### src/rtl/kcc_pkg.sv
// shared types and constants for the keypad calculator controller
// no dependencies
package kcc_pkg;

    localparam int MAX_DIGITS_DEF = 3;

    localparam logic [7:0] KEY_PCT   = 8'd37;
    localparam logic [7:0] KEY_PLUS  = 8'd43;
    localparam logic [7:0] KEY_MINUS = 8'd45;
    localparam logic [7:0] KEY_STAR  = 8'd42;
    localparam logic [7:0] KEY_SLASH = 8'd47;
    localparam logic [7:0] KEY_EQ    = 8'd61;

    localparam logic [1:0] OP_ADD = 2'd0;
    localparam logic [1:0] OP_SUB = 2'd1;
    localparam logic [1:0] OP_MUL = 2'd2;
    localparam logic [1:0] OP_DIV = 2'd3;

    localparam logic [1:0] KIND_IGNORED  = 2'd0;
    localparam logic [1:0] KIND_DIGIT    = 2'd1;
    localparam logic [1:0] KIND_OPERATOR = 2'd2;
    localparam logic [1:0] KIND_RESULT   = 2'd3;

    typedef struct packed {
        logic [7:0] key;
        logic [7:0] echo;
        logic       is_end_op;
        logic       is_eq;
        logic [1:0] op;
    } kcc_item_t;

    typedef struct packed {
        logic busy;
        logic done;
    } kcc_div_status_t;

    typedef struct packed {
        logic start;
        logic ack;
    } kcc_div_ctrl_t;

endpackage

### src/rtl/kcc_front.sv
// front end: classifies key transactions and queues them for the back end
// depends on kcc_pkg
module kcc_front
    import kcc_pkg::*;
(
    input  logic       aclk,
    input  logic       aresetn,
    input  logic       s_valid,
    output logic       s_ready,
    input  logic [7:0] s_key,
    output logic       q_valid,
    output kcc_item_t  q_item,
    input  logic       q_pop
);

    kcc_item_t  mem_reg [2];
    logic       wr_ptr_reg, wr_ptr_next;
    logic       rd_ptr_reg, rd_ptr_next;
    logic [1:0] count_reg, count_next;
    logic       push;
    kcc_item_t  cls;

    always_comb begin
        cls.key       = s_key;
        cls.echo      = (s_key == KEY_PCT) ? KEY_SLASH : s_key;
        cls.is_end_op = (s_key == KEY_PCT) || (s_key == KEY_PLUS) || (s_key == KEY_MINUS) ||
                        (s_key == KEY_STAR) || (s_key == KEY_SLASH);
        cls.is_eq     = (s_key == KEY_EQ);
        priority if (s_key == KEY_PLUS) begin
            cls.op = OP_ADD;
        end else if (s_key == KEY_MINUS) begin
            cls.op = OP_SUB;
        end else if (s_key == KEY_STAR) begin
            cls.op = OP_MUL;
        end else begin
            cls.op = OP_DIV;
        end
    end

    assign s_ready = (count_reg != 2'd2);
    assign push    = s_valid && s_ready;
    assign q_valid = (count_reg != 2'd0);
    assign q_item  = mem_reg[rd_ptr_reg];

    always_comb begin
        wr_ptr_next = push ? ~wr_ptr_reg : wr_ptr_reg;
        rd_ptr_next = q_pop ? ~rd_ptr_reg : rd_ptr_reg;
        count_next  = count_reg + {1'b0, push} - {1'b0, q_pop};
    end

    always_ff @(posedge aclk) begin
        if (!aresetn) begin
            wr_ptr_reg <= 1'b0;
            rd_ptr_reg <= 1'b0;
            count_reg  <= 2'd0;
        end else begin
            wr_ptr_reg <= wr_ptr_next;
            rd_ptr_reg <= rd_ptr_next;
            count_reg  <= count_next;
        end
    end

    always_ff @(posedge aclk) begin
        if (push) begin
            mem_reg[wr_ptr_reg] <= cls;
        end
    end

endmodule

### src/rtl/kcc_divider.sv
// restoring 16-bit unsigned divider, one quotient bit per cycle
// depends on kcc_pkg
module kcc_divider
    import kcc_pkg::*;
(
    input  logic            aclk,
    input  logic            aresetn,
    input  kcc_div_ctrl_t   ctrl,
    input  logic [15:0]     dividend,
    input  logic [15:0]     divisor,
    output kcc_div_status_t status,
    output logic [15:0]     quotient
);

    logic [15:0] rem_reg, rem_next;
    logic [15:0] quo_reg, quo_next;
    logic [15:0] dvs_reg, dvs_next;
    logic [4:0]  cnt_reg, cnt_next;
    logic        busy_reg, busy_next;
    logic        done_reg, done_next;
    logic [16:0] shifted;
    logic [16:0] diff;

    assign shifted = {rem_reg, quo_reg[15]};
    assign diff    = shifted - {1'b0, dvs_reg};

    always_comb begin
        rem_next  = rem_reg;
        quo_next  = quo_reg;
        dvs_next  = dvs_reg;
        cnt_next  = cnt_reg;
        busy_next = busy_reg;
        done_next = done_reg && !ctrl.ack;
        if (ctrl.start && !busy_reg) begin
            rem_next  = 16'd0;
            quo_next  = dividend;
            dvs_next  = divisor;
            cnt_next  = 5'd16;
            busy_next = 1'b1;
            done_next = 1'b0;
        end else if (busy_reg) begin
            if (!diff[16]) begin
                rem_next = diff[15:0];
                quo_next = {quo_reg[14:0], 1'b1};
            end else begin
                rem_next = shifted[15:0];
                quo_next = {quo_reg[14:0], 1'b0};
            end
            cnt_next = cnt_reg - 5'd1;
            if (cnt_reg == 5'd1) begin
                busy_next = 1'b0;
                done_next = 1'b1;
            end
        end
    end

    always_ff @(posedge aclk) begin
        if (!aresetn) begin
            cnt_reg  <= 5'd0;
            busy_reg <= 1'b0;
            done_reg <= 1'b0;
        end else begin
            cnt_reg  <= cnt_next;
            busy_reg <= busy_next;
            done_reg <= done_next;
        end
    end

    always_ff @(posedge aclk) begin
        rem_reg <= rem_next;
        quo_reg <= quo_next;
        dvs_reg <= dvs_next;
    end

    assign status.busy = busy_reg;
    assign status.done = done_reg;
    assign quotient    = quo_reg;

endmodule

### src/rtl/kcc_back.sv
// back end: operand entry, operator capture, calculation and result register
// depends on kcc_pkg and kcc_divider
module kcc_back
    import kcc_pkg::*;
#(
    parameter int MAX_DIGITS = MAX_DIGITS_DEF
) (
    input  logic        aclk,
    input  logic        aresetn,
    input  logic        q_valid,
    input  kcc_item_t   q_item,
    output logic        q_pop,
    output logic        m_valid,
    input  logic        m_ready,
    output logic [1:0]  m_shown_kind,
    output logic [15:0] m_shown_value,
    output logic        m_divide_by_zero
);

    localparam int CW = $clog2(MAX_DIGITS + 1);
    localparam logic [CW-1:0] MAX_CNT = CW'(MAX_DIGITS);

    localparam logic [1:0] PH_FIRST  = 2'd0;
    localparam logic [1:0] PH_OPWAIT = 2'd1;
    localparam logic [1:0] PH_SECOND = 2'd2;
    localparam logic [1:0] PH_EQWAIT = 2'd3;

    localparam logic ST_RUN = 1'b0;
    localparam logic ST_DIV = 1'b1;

    logic          st_reg, st_next;
    logic [1:0]    phase_reg, phase_next;
    logic [CW-1:0] cnt_reg, cnt_next;
    logic [15:0]   first_reg, first_next;
    logic [15:0]   acc_reg, acc_next;
    logic [1:0]    op_reg, op_next;
    logic          ov_reg, ov_next;
    logic [1:0]    kind_reg, kind_next;
    logic [15:0]   val_reg, val_next;
    logic          dz_reg, dz_next;

    logic          out_free;
    logic [15:0]   gathered;
    logic [CW-1:0] cnt_inc;
    logic          full;
    logic [31:0]   product;

    kcc_div_ctrl_t   div_ctrl;
    kcc_div_status_t div_status;
    logic [15:0]     div_q;

    kcc_divider u_div (
        .aclk     (aclk),
        .aresetn  (aresetn),
        .ctrl     (div_ctrl),
        .dividend (first_reg),
        .divisor  (acc_reg),
        .status   (div_status),
        .quotient (div_q)
    );

    assign out_free = !ov_reg || m_ready;
    assign q_pop    = (st_reg == ST_RUN) && q_valid && out_free;
    assign gathered = (acc_reg << 3) + (acc_reg << 1) + {8'd0, q_item.key};
    assign cnt_inc  = cnt_reg + CW'(1);
    assign full     = (cnt_inc >= MAX_CNT);
    assign product  = first_reg * acc_reg;

    always_comb begin
        st_next        = st_reg;
        phase_next     = phase_reg;
        cnt_next       = cnt_reg;
        first_next     = first_reg;
        acc_next       = acc_reg;
        op_next        = op_reg;
        ov_next        = ov_reg && !m_ready;
        kind_next      = kind_reg;
        val_next       = val_reg;
        dz_next        = dz_reg;
        div_ctrl.start = 1'b0;
        div_ctrl.ack   = 1'b0;

        if (q_pop) begin
            ov_next   = 1'b1;
            kind_next = KIND_IGNORED;
            val_next  = 16'd0;
            dz_next   = 1'b0;
            if ((phase_reg == PH_OPWAIT) ||
                ((phase_reg == PH_FIRST) && q_item.is_end_op)) begin
                op_next    = q_item.op;
                first_next = acc_reg;
                acc_next   = 16'd0;
                cnt_next   = '0;
                phase_next = PH_SECOND;
                kind_next  = KIND_OPERATOR;
                val_next   = {8'd0, q_item.echo};
            end else if (phase_reg == PH_FIRST || (phase_reg == PH_SECOND && !q_item.is_eq)) begin
                acc_next  = gathered;
                cnt_next  = full ? '0 : cnt_inc;
                kind_next = KIND_DIGIT;
                val_next  = {8'd0, q_item.key};
                if (full) begin
                    phase_next = (phase_reg == PH_FIRST) ? PH_OPWAIT : PH_EQWAIT;
                end
            end else if (q_item.is_eq) begin
                phase_next = PH_FIRST;
                cnt_next   = '0;
                first_next = 16'd0;
                acc_next   = 16'd0;
                op_next    = OP_DIV;
                kind_next  = KIND_RESULT;
                unique case (op_reg)
                    OP_ADD: val_next = first_reg + acc_reg;
                    OP_SUB: val_next = first_reg - acc_reg;
                    OP_MUL: val_next = product[15:0];
                    default: begin
                        if (acc_reg == 16'd0) begin
                            val_next = 16'hFFFF;
                            dz_next  = 1'b1;
                        end else begin
                            ov_next        = ov_reg && !m_ready;
                            div_ctrl.start = 1'b1;
                            st_next        = ST_DIV;
                        end
                    end
                endcase
            end
        end else if (st_reg == ST_DIV && div_status.done && !div_status.busy && out_free) begin
            ov_next      = 1'b1;
            kind_next    = KIND_RESULT;
            val_next     = div_q;
            dz_next      = 1'b0;
            div_ctrl.ack = 1'b1;
            st_next      = ST_RUN;
        end
    end

    always_ff @(posedge aclk) begin
        if (!aresetn) begin
            st_reg    <= ST_RUN;
            phase_reg <= PH_FIRST;
            cnt_reg   <= '0;
            first_reg <= 16'd0;
            acc_reg   <= 16'd0;
            op_reg    <= OP_DIV;
            ov_reg    <= 1'b0;
        end else begin
            st_reg    <= st_next;
            phase_reg <= phase_next;
            cnt_reg   <= cnt_next;
            first_reg <= first_next;
            acc_reg   <= acc_next;
            op_reg    <= op_next;
            ov_reg    <= ov_next;
        end
    end

    always_ff @(posedge aclk) begin
        kind_reg <= kind_next;
        val_reg  <= val_next;
        dz_reg   <= dz_next;
    end

    assign m_valid          = ov_reg;
    assign m_shown_kind     = kind_reg;
    assign m_shown_value    = val_reg;
    assign m_divide_by_zero = dz_reg;

endmodule

### src/rtl/keypad_calculator_controller_unit.sv
// top level of the keypad calculator controller
// depends on kcc_pkg, kcc_front, kcc_back
//
//  channel | direction | ports                                   | handshake
//  s_      | in        | s_key                                   | s_valid / s_ready
//  m_      | out       | m_shown_kind, m_shown_value, m_divide_by_zero | m_valid / m_ready
//
// an accepted key transaction waits in the queue until the back end pops it into the result register
// a division by a nonzero operand goes through the 16-step divider, then a handoff to the result register
// reset is synchronous, active low, and returns to first operand entry
// a two-entry queue lets keys be taken while a result waits on m_ready
module keypad_calculator_controller_unit
    import kcc_pkg::*;
#(
    parameter int MAX_DIGITS = MAX_DIGITS_DEF
) (
    input  logic        aclk,
    input  logic        aresetn,
    input  logic        s_valid,
    output logic        s_ready,
    input  logic [7:0]  s_key,
    output logic        m_valid,
    input  logic        m_ready,
    output logic [1:0]  m_shown_kind,
    output logic [15:0] m_shown_value,
    output logic        m_divide_by_zero
);

    logic      q_valid;
    logic      q_pop;
    kcc_item_t q_item;

    kcc_front u_front (
        .aclk    (aclk),
        .aresetn (aresetn),
        .s_valid (s_valid),
        .s_ready (s_ready),
        .s_key   (s_key),
        .q_valid (q_valid),
        .q_item  (q_item),
        .q_pop   (q_pop)
    );

    kcc_back #(
        .MAX_DIGITS (MAX_DIGITS)
    ) u_back (
        .aclk             (aclk),
        .aresetn          (aresetn),
        .q_valid          (q_valid),
        .q_item           (q_item),
        .q_pop            (q_pop),
        .m_valid          (m_valid),
        .m_ready          (m_ready),
        .m_shown_kind     (m_shown_kind),
        .m_shown_value    (m_shown_value),
        .m_divide_by_zero (m_divide_by_zero)
    );

endmodule

### config.mk
export PLATFORM = sky130hd
export DESIGN_NAME = keypad_calculator_controller_unit
export DESIGN_NICKNAME = d
export VERILOG_FILES = /design/src/rtl/kcc_pkg.sv /design/src/rtl/kcc_front.sv /design/src/rtl/kcc_divider.sv /design/src/rtl/kcc_back.sv /design/src/rtl/keypad_calculator_controller_unit.sv
export SDC_FILE = /design/constraint.sdc
export NUM_CORES = 1
export LEC_CHECK = 0
export ABC_AREA = 1
export BUFFER_PORTS_ARGS = -buffer_cell sky130_fd_sc_hd__buf_4
export CAP_MARGIN = 10
export CORE_MARGIN = 1.5
export CORE_UTILIZATION = 70
export CTS_CLUSTER_DIAMETER = 40
export DETAILED_ROUTE_END_ITERATION = 10
export GPL_ROUTABILITY_DRIVEN = 0
export PLACE_DENSITY_LB_ADDON = 0.12
export SLEW_MARGIN = 20
export SYNTH_ARGS = -nofsm -noshare
export SYNTH_HDL_FRONTEND = slang
export SYNTH_SLANG_ARGS = --single-unit
### constraint.sdc
create_clock -name aclk -period 13.9 [get_ports aclk]
set_input_delay 4.17 -clock aclk [delete_from_list [all_inputs] [get_ports aclk]]
set_output_delay 4.17 -clock aclk [all_outputs]
set_load 0.05 [all_outputs]
-- Word level (Yosys, flattened, before mapping)
Memories as Yosys holds them, arrays and structs flattened. A register that Yosys moved wholly into a read port is not among the register bits.
Index checks and enable logic that the tools add are counted.
- word-level logic and storage cells: 167
- input port bits: 12
- RAM bits: 40
- bits in latches: 0
- memory bits (read-only): 0
- memories kept: 1
- register bits: 118
- divide/modulo/power cells: 0
- shift operators: 0
- reductions and logical operators: 37
- bitwise gates (word level): 4
- multiply operators: 1
- equality and inequality tests: 19
- $lt $le $gt $ge: 1
- add/subtract/negate cells: 9
- multiplexer cells: 75
- memories (name ; depth ; width ; rd ports ; clocked after Yosys merged registers in ; wr ports ; line ; source):
    u_front.mem_reg ; 2 ; 20 ; 1 ; 1 ; 1 ; kcc_front.sv:16 ; kcc_item_t mem_reg [2];
- operators by type and width (kind ; number):
    2-to-1 mux 16 bit ; 14
    equality test 8 x 6 -> 1 bit (second input constant) ; 6
    case mux 16 bit (3 select lines) ; 1
    2-to-1 mux 1 bit ; 39
    2-to-1 mux 2 bit ; 18
    adder 16 bit ; 2
    subtractor 17 x 16 -> 17 bit ; 1
    adder 16 x 8 -> 16 bit ; 1
    zero test 16 bit ; 1
    multiplier 16 x 16 -> 16 bit ; 1
    subtractor 16 bit ; 1
    logical AND 1 bit ; 11
    2-to-1 mux 5 bit ; 2
    != test 2 bit (second input constant) ; 5
    2-to-1 mux 8 bit ; 1
    nonzero test 2 bit ; 4
    logical OR 1 bit ; 7
    AND reduction 3 bit ; 2
    AND reduction 6 bit ; 1
    equality test 5 x 1 -> 1 bit (second input constant) ; 1
    zero test 1 bit ; 5
    subtractor 5 x 1 -> 5 bit (second input constant) ; 1
    equality test 2 x 1 -> 1 bit (second input constant) ; 2
    equality test 2 bit (second input constant) ; 2
    12 further kinds ; 17

-- Depth between registers and ports, before layout
Gate-level depths: netlist of run 1.
- word-level depth: 9
- depth in mapped cells: 33

-- Cells and area by module
From an unflattened synthesis of run 1, not the netlist that was laid out.
- cells, all modules: 1951
- area, all modules: 14585.2 sq um
- modules (own cells, without submodules) (module ; area each (sq um) ; times used ; cells each):
    kcc_back ; 9271.4 ; 1 ; 1350
    kcc_divider ; 3444.6 ; 1 ; 467
    kcc_front ; 1869.3 ; 1 ; 134

-- Worst setup path after synthesis of run 1
No wires, ideal clock.
- path type: in2reg
- start: input port m_ready
- end: register u_back.u_div.dvs_reg[0], enable pin
- arrival: 5431 ps
- required time: 13550 ps
- library setup time: 350 ps
- buffers on the path: 1
- stages on the path: 9
- slack: 8119 ps
- cell sequence: nor2_1 nor3_4 inv_2 nor2_4 nand2_2 clkinv_2 nand2_4 nor2_8 buf_2
- word-level cells in the longest chain between the ends: 4
- RTL lines (element ; line ; source):
    start, declared ; keypad_calculator_controller_unit.sv:23 ; input logic m_ready,
    logical OR 1 bit ; kcc_back.sv:62 ; assign out_free = !ov_reg || m_ready;
    logical AND 1 bit ; kcc_back.sv:63 ; assign q_pop = (st_reg == ST_RUN) && q_valid && out_free;
    named net q_pop ; keypad_calculator_controller_unit.sv:30 ; logic q_pop;
    2-to-1 mux 1 bit ; kcc_back.sv:83 ; if (q_pop) begin
    logical AND 1 bit ; kcc_divider.sv:34 ; if (ctrl.start && !busy_reg) begin
    end signal, assigned ; kcc_divider.sv:72 ; dvs_reg <= dvs_next;
    end, declared ; kcc_divider.sv:17 ; logic [15:0] dvs_reg, dvs_next;
The timed path passes the listed nets, and every way through them passes these cells.
A chain may end at the register's enable or synchronous reset.

-- Worst setup path after layout of run 1
- start: input port m_ready
- end: register u_back.u_div.quo_reg[0] (netlist: u_back.u_div.quotient[0]), data pin
- word-level cells in the longest chain between the ends: 5
- RTL lines (element ; line ; source):
    logical OR 1 bit ; kcc_back.sv:62 ;
    logical AND 1 bit ; kcc_back.sv:63 ;
    named net q_pop ; keypad_calculator_controller_unit.sv:30 ;
    2-to-1 mux 1 bit ; kcc_back.sv:83 ;
    logical AND 1 bit ; kcc_divider.sv:34 ;
    2-to-1 mux 16 bit ; kcc_divider.sv:34 ;
    named net u_back.u_div.quo_next[0] ; kcc_divider.sv:16 ; logic [15:0] quo_reg, quo_next;
    end signal, assigned ; kcc_divider.sv:71 ; quo_reg <= quo_next;
    end, declared ; kcc_divider.sv:16 ;
The timed path passes the listed nets, and every way through them passes these cells.

==> summary.txt, run 1 <==
Floorplanning
  – Chip Width: 144 um
  – I/O pin count: 33
  – Total die area: 20700 um2
  – Die height: 144 um
  – # rows: 51
  – Initial core utilization: 0.713
  – Core footprint: approximately 19000 um2

GRT
  – First-pass GRT wire length: 58.6 mm
  – All-Layer GR Usage: 0.371
  – Vias in the first global route: 11500
  – Largest net degree at the start of global routing: 43
  – Congestion Overflow GR: 0
  – Initial antenna violation count: 1

Synth
  – Register area share after synthesis: 0.295
  – Synth Flop Type: edfxtp_1
  – Post-Syn Nets: 2062
  – Ys Warns: 0
  – Distinct cells, synth: 49
  – Post-synthesis async set-or-reset flop share: 0
  – Cells after Synth: 1854
  – Mapped Avg Cell Area: about 7.5 um2
  – Seq cells post-synth: between 150 and 200
  – Mapped cell area: 13900 um2
  – Post-synth EDFFs: 91

Critical path
  – Crit Path Class: input port to flip-flop
  – Critical Path Fanout Max: 42
  – Startpoint Class: input port
  – Endpoint arrival time on the critical path: 6350 ps
  – Worst setup EP type: flip-flop
  – WP data required: 14070 ps

Clock network
  – Post-CTS Resized: 0
  – Clock sinks: 159
  – Reg clk slew, reported paths: 70 ps
  – Clk buf depth: 2
  – CTS root buf: clkbuf_16
  – CTS buffer count: 17
  – Hold Buf Count CTS: 0
  – Number of setup buffers added after CTS: 0
  – H-tree Lvls: 4
  – CTS tree: done
  – Worst skew pair latency: 430 ps

Drt
  – DR WL/cell: 17.3 um
  – DR vias/cell: 5.76
  – Remaining antenna violation count: 0
  – TritonRoute pass-1 iters: 8
  – 1st-iter DRT viols: approximately 1300
  – Final wirelength: about 37 mm
  – Via Count: 12200
  – DRC: 0

STA
  – Final Cycle Share: 0.445
  – TNS Setup: 0 ps
  – RSZ-0062 raised after global routing: no
  – Worst slew margin relative to its limit: 0.226
  – Slew @ Worst Pin: 1160 ps
  – Max Freq: around 0.16 GHz
  – Final Hold Vio Count: 0
  – Minimum clock period: 6180 ps
  – Pins Over Slew Limit: 0
  – Final setup fails: 0
  – Layout Skew: 11.2 ps

Placed design
  – Post-Place Cells: between 2000 and 2500
  – Port-buffer cells: 32
  – Area post-placement: 14300 um2
  – Post-detail-place hpwl: about 26 mm

Finish
  – Commonest non-fill, non-tap cells in the layout: nand2_1 (523), inv_1 (362), a21oi_1 (129)
  – Final core utilization: 0.764
  – Commonest non-fill, non-tap cell in the layout: nand2_1
  – Layout Cells excl Fill: 2125
  – Final net count: approximately 2100
  – Diode count: 0
  – Design Area, Final: approximately 15000 um2
  – Fillers: 1438
  – Area growth from synthesis to layout: 7.16%
  – Number of flip-flops under the largest register name: 40
  – Fraction of layout cells with a size suffix above 1: 0.0591

Power and ir drop
  – P_sw: around 0.0015 W
  – Peak supply drop: 0.225 mV
  – Switch share: 0.510
  – Clock power frac: 0.161
  – Total Power: 0.00304 W
  – Flop pwr share: 0.249
  – Gate power share: 0.590
  – Int Power: 0.00149 W
  – Pwr Density: 204 nW/um2
  – Leakage: 7.70 nW

Min path
  – Hold Crit Class: flip-flop to flip-flop

Status
  – Status: completed

Run
  – Max-cap violation count: 0
layout make-up:
cell class                 count  area (um2)  area share
multi-input combinational   1252        8090       0.544
timing repair buffer          47         353      0.0237
inverter                     370        1390      0.0936
tap                          265         332      0.0223
sequential                   159        4090       0.275
clock inverter                15         189      0.0127
clock buffer                  17         425      0.0286
stage by stage:
stage | hold WS [ps] | worst slack [ps]
finish | 486 | 7720
global route | 504 | 7550
CTS | 480 | 7780
detailed placement | 466 | 7330
global placement | 453 | 7440
floorplan | 406 | 8120
power groups by stage:
stage | logic, W | clock network [W] | registers (W)
2_1_floorplan | 0.00127 | 0 | 0.000794
3_3_place_gp | 0.00170 | 0 | 0.000756
3_5_place_dp | 0.00173 | 0 | 0.000758
4_1_cts | 0.00175 | 0.000488 | 0.000750
5_1_grt | 0.00198 | 0.000507 | 0.000763
6_report | 0.00179 | 0.000490 | 0.000757
routing by layer:
metal  up-vias  routed length [um]  track usage
met5         -                  12            0
met4         2                1520        0.158
met3       135                4280       0.0776
met2       680               16700        0.593
met1      5631               14300        0.490
li1       5798                   -            -
critical path, cell delays in order:
cell and delay, ps:
buf_4 80, nor2_1 80, nor3_4 210, inv_2 240, nor2_4 270, nand2_2 100, clkinv_2 110, nand2_4 90
nor2_8 530, inv_4 210, nand2_1 130, o21ai_0 120
synth_stat cells, types with 17 or more instances:
library cell,n,area [um2]
xnor2_1,17,149
nor3_1,19,95.1
a21oi_1,129,646
nor2_1,86,323
fa_1,88,1760
clkbuf_1,52,195
inv_1,362,1360
ha_1,108,1350
dfxtp_1,68,1360
nand3_1,89,445
nand2_1,523,1960
edfxtp_1,91,2730
xor2_1,33,289
o21ai_0,57,285
worst paths after layout:
kind	cells after the start	slack [ps]	start	to
max	12	7720	m_ready	u_back.u_div.quotient[0]$_DFFE_PP_
min	2	490	u_back.u_div.cnt_reg[2]$_SDFFE_PP0P_	u_back.u_div.cnt_reg[2]$_SDFFE_PP0P_
max reg2reg	22	7810	u_back.acc_reg[5]$_SDFFE_PN0P_	u_back.m_shown_value[14]$_DFFE_PP_
min reg2reg	2	490	u_back.u_div.cnt_reg[2]$_SDFFE_PP0P_	u_back.u_div.cnt_reg[2]$_SDFFE_PP0P_
cell families (layout without fill, tap and decap cells):
| family | after synthesis | after routing | share of synthesized area |
|---|---|---|---|
| flops | 159 | 159 | 0.295 |
| buf+inv | 443 | 449 | 0.122 |
| mux | 2 | 2 | 0.00144 |
| fa+ha+maj | 196 | 196 | 0.224 |
| xor+xnor | 50 | 50 | 0.0315 |
| compound gates | 243 | 243 | 0.0978 |
| simple gates | 761 | 761 | 0.228 |
No activity file was read; power rests on OpenSTA's default activity.
==> run 2, diff against run 1 <==
--- a/config.mk
+++ b/config.mk
@@ -9,7 +9,7 @@
 export BUFFER_PORTS_ARGS = -buffer_cell sky130_fd_sc_hd__buf_4
 export CAP_MARGIN = 10
 export CORE_MARGIN = 1.5
-export CORE_UTILIZATION = 70
+export CORE_UTILIZATION = 58
 export CTS_CLUSTER_DIAMETER = 40
 export DETAILED_ROUTE_END_ITERATION = 10
 export GPL_ROUTABILITY_DRIVEN = 0
==> constraint.sdc (replaced) <==
create_clock -name aclk -period 4.95 [get_ports aclk]
set_input_delay 1.485 -clock aclk [delete_from_list [all_inputs] [get_ports aclk]]
set_output_delay 1.485 -clock aclk [all_outputs]
set_load 0.05 [all_outputs]
==> summary.txt, run 2 (same netlist as run 1, synthesis figures left out) <==
Clock network
  – Worst skew pair latency: 450 ps (was 430 ps)
  – CTS root buf: clkbuf_16 (unchanged)
  – Clk buf depth: 2 (unchanged)
  – H-tree Lvls: 4 (unchanged)
  – Hold Buf Count CTS: 0 (unchanged)
  – Reg clk slew, reported paths: 70 ps (about the same)
  – Clock sinks: 159 (unchanged)
  – CTS tree: done (unchanged)
  – CTS buffer count: 17 (unchanged)

STA
  – PnR worst setup slack: -94.5 ps (was 7720 ps)
  – RSZ-0062 raised after global routing: yes (was no)
  – Layout Skew: 15.2 ps (was 11.2 ps)
  – Worst slew margin relative to its limit: 0.351 (was 0.226)
  – Minimum clock period: 5040 ps
  – Max Freq: slightly below 0.2 GHz
  – Final Cycle Share: 1.02
  – TNS Setup: -209 ps (was 0 ps)
  – Final setup fails: 5 (was 0)
  – Final Hold Vio Count: 0 (unchanged)
  – Pins Over Slew Limit: 0 (unchanged)
  – Slew @ Worst Pin: 971 ps (was 1160 ps)

Placed design
  – Port-buffer cells: 32 (unchanged)
  – Post-Place Cells: 2216 (was 2093)
  – Post-detail-place hpwl: 29.3 mm (was 26.3 mm)
  – Area post-placement: 15000 um2 (was 14300 um2)

Floorplanning
  – Die height: 158 um (was 144 um)
  – Chip Width: 158 um (was 144 um)
  – Total die area: 24900 um2 (was 20700 um2)
  – Initial core utilization: 0.591 (was 0.713)
  – I/O pin count: 33 (unchanged)
  – Core footprint: 23500 um2 (was 19500 um2)
  – # rows: 56 (was 51)

Finish
  – Multi-input gate area: 8340 um2 (was 8090 um2)
  – Fraction of layout cells with a size suffix above 1: 0.136 (was 0.0591)
  – Area growth from synthesis to layout: 15.0% (was 7.16%)
  – Commonest non-fill, non-tap cells in the layout: nand2_1 (515), inv_1 (348), a21oi_1 (125) (was nand2_1 (523), inv_1 (362), a21oi_1 (129))
  – Layout Cells excl Fill: 2259 (was 2125)
  – Diode count: 0 (unchanged)
  – Final net count: 2135 (was 2055)
  – Fillers: 1962 (was 1438)
  – Number of flip-flops under the largest register name: 40 (unchanged)
  – Seq. cell area: 4160 um2 (was 4090 um2)
  – Design Area, Final: 16000 um2 (was 14900 um2)
  – Commonest non-fill, non-tap cell in the layout: nand2_1 (unchanged)

Drt
  – Final wirelength: 38.2 mm (was 36.8 mm)
  – Via Count: 12400 (was 12200)
  – TritonRoute pass-1 iters: 7 (was 8)
  – Remaining antenna violation count: 0 (unchanged)
  – DR WL/cell: 16.9 um (was 17.3 um)
  – 1st-iter DRT viols: 1132 (was 1333)
  – DR vias/cell: 5.51 (was 5.76)
  – DRC: 0 (unchanged)

Status
  – Status: finished with violations (was completed)
  – Failing checks: setup timing

Power and ir drop
  – Pwr Density: 545 nW/um2 (was 204 nW/um2)
  – Leakage: 8.22 nW (was 7.70 nW)
  – Peak supply drop: 0.351 mV (was 0.225 mV)

GRT
  – Congestion Overflow GR: 0 (unchanged)
  – Vias in the first global route: 11600 (was 11500)
  – All-Layer GR Usage: 0.318 (was 0.371)
  – First-pass GRT wire length: 60.6 mm (was 58.6 mm)
  – Initial antenna violation count: 0 (was 1)
  – Largest net degree at the start of global routing: 36 (was 43)

Critical path
  – Critical Path Fanout Max: 6 (was 42)
  – WP data required: 5140 ps (was 14070 ps)
  – Endpoint arrival time on the critical path: 5240 ps (was 6350 ps)
  – Crit Path Class: flip-flop to flip-flop (was input port to flip-flop)
  – Worst setup EP type: flip-flop (unchanged)
  – Startpoint Class: flip-flop (was input port)

Run
  – Max-cap violation count: 0 (unchanged)

Min path
  – Hold Crit Class: flip-flop to flip-flop (unchanged)
-- run 2: cell types whose count changed in the layout (fill, tap and decap cells not counted), sizes merged --
cell / change
clkinv: +5
buf: +80
bufinv: -2
inv: -3
-- run 2: report_power, final --
group	total [W]	switching, W	internal (W)
Combinational	0.00529	0.00350	0.00179
Clock	0.00139	0.000690	0.000698
Sequential	0.00203	0.000244	0.00178
-- run 2: through the flow --
| step | util | hold slack, ps | total power, W | setup slack, ps |
|---|---|---|---|---|
| 2_1_floorplan | - | 406 | 0.00585 | -33.4 |
| 3_3_place_gp | 0.638 | 451 | 0.00705 | -131 |
| 3_5_place_dp | 0.638 | 454 | 0.00711 | -250 |
| 4_1_cts | 0.670 | 465 | 0.00857 | -99.9 |
| 5_1_grt | 0.680 | 506 | 0.00936 | -279 |
| 6_report | 0.680 | 468 | 0.00871 | -94.5 |
-- run 2: cell type report --
cell class,instances,share of cell area
sequential,159,0.260
timing repair buffer,127,0.0652
clock inverter,15,0.0129
inverter,370,0.0873
tap,319,0.0250
clock buffer,17,0.0267
multi-input combinational,1252,0.523
-- run 2: timing repair --
item	4_1_cts	5_1_grt
buffers inserted	7	4
resized for setup	29	66
endpoints found under the setup margin	7	9
pin swaps	16	35
-- run 2: worst paths after layout --
| kind | from | end | slack [ps] | cells past startpoint |
|---|---|---|---|---|
| setup / recovery | u_back.acc_reg[1]$_SDFFE_PN0P_ | u_back.m_shown_value[13]$_DFFE_PP_ | -90 | 20 |
| hold reg to reg | u_back.u_div.cnt_reg[4]$_SDFFE_PN0P_ | u_back.u_div.cnt_reg[4]$_SDFFE_PN0P_ | 470 | 2 |
| setup reg to reg | u_back.acc_reg[1]$_SDFFE_PN0P_ | u_back.m_shown_value[13]$_DFFE_PP_ | -90 | 20 |
| hold / removal | u_back.u_div.cnt_reg[4]$_SDFFE_PN0P_ | u_back.u_div.cnt_reg[4]$_SDFFE_PN0P_ | 470 | 2 |
-- run 2: per-layer routing --
| layer | vias to the layer above | track usage | share of wire |
|---|---|---|---|
| met5 | - | 0 | 0 |
| met4 | 0 | 0.104 | 0.030 |
| met3 | 89 | 0.0630 | 0.091 |
| met2 | 560 | 0.489 | 0.45 |
| met1 | 5839 | 0.449 | 0.43 |
| li1 | 5957 | - | - |
-- run 2: critical path: stages (launching register included) --
cell	delay [ps]
dfxtp_4	380
buf_12	120
nand2_1	60
fa_1	480
fa_1	580
fa_2	440
fa_1	490
inv_1	50
fa_1	470
inv_1	50
fa_1	490
inv_2	50
ha_4	280
nand2_2	90
nor2_2	130
nand3_2	90
nand3_2	80
xor2_1	180
a21oi_1	90
o21ai_1	100
nand2_1	70
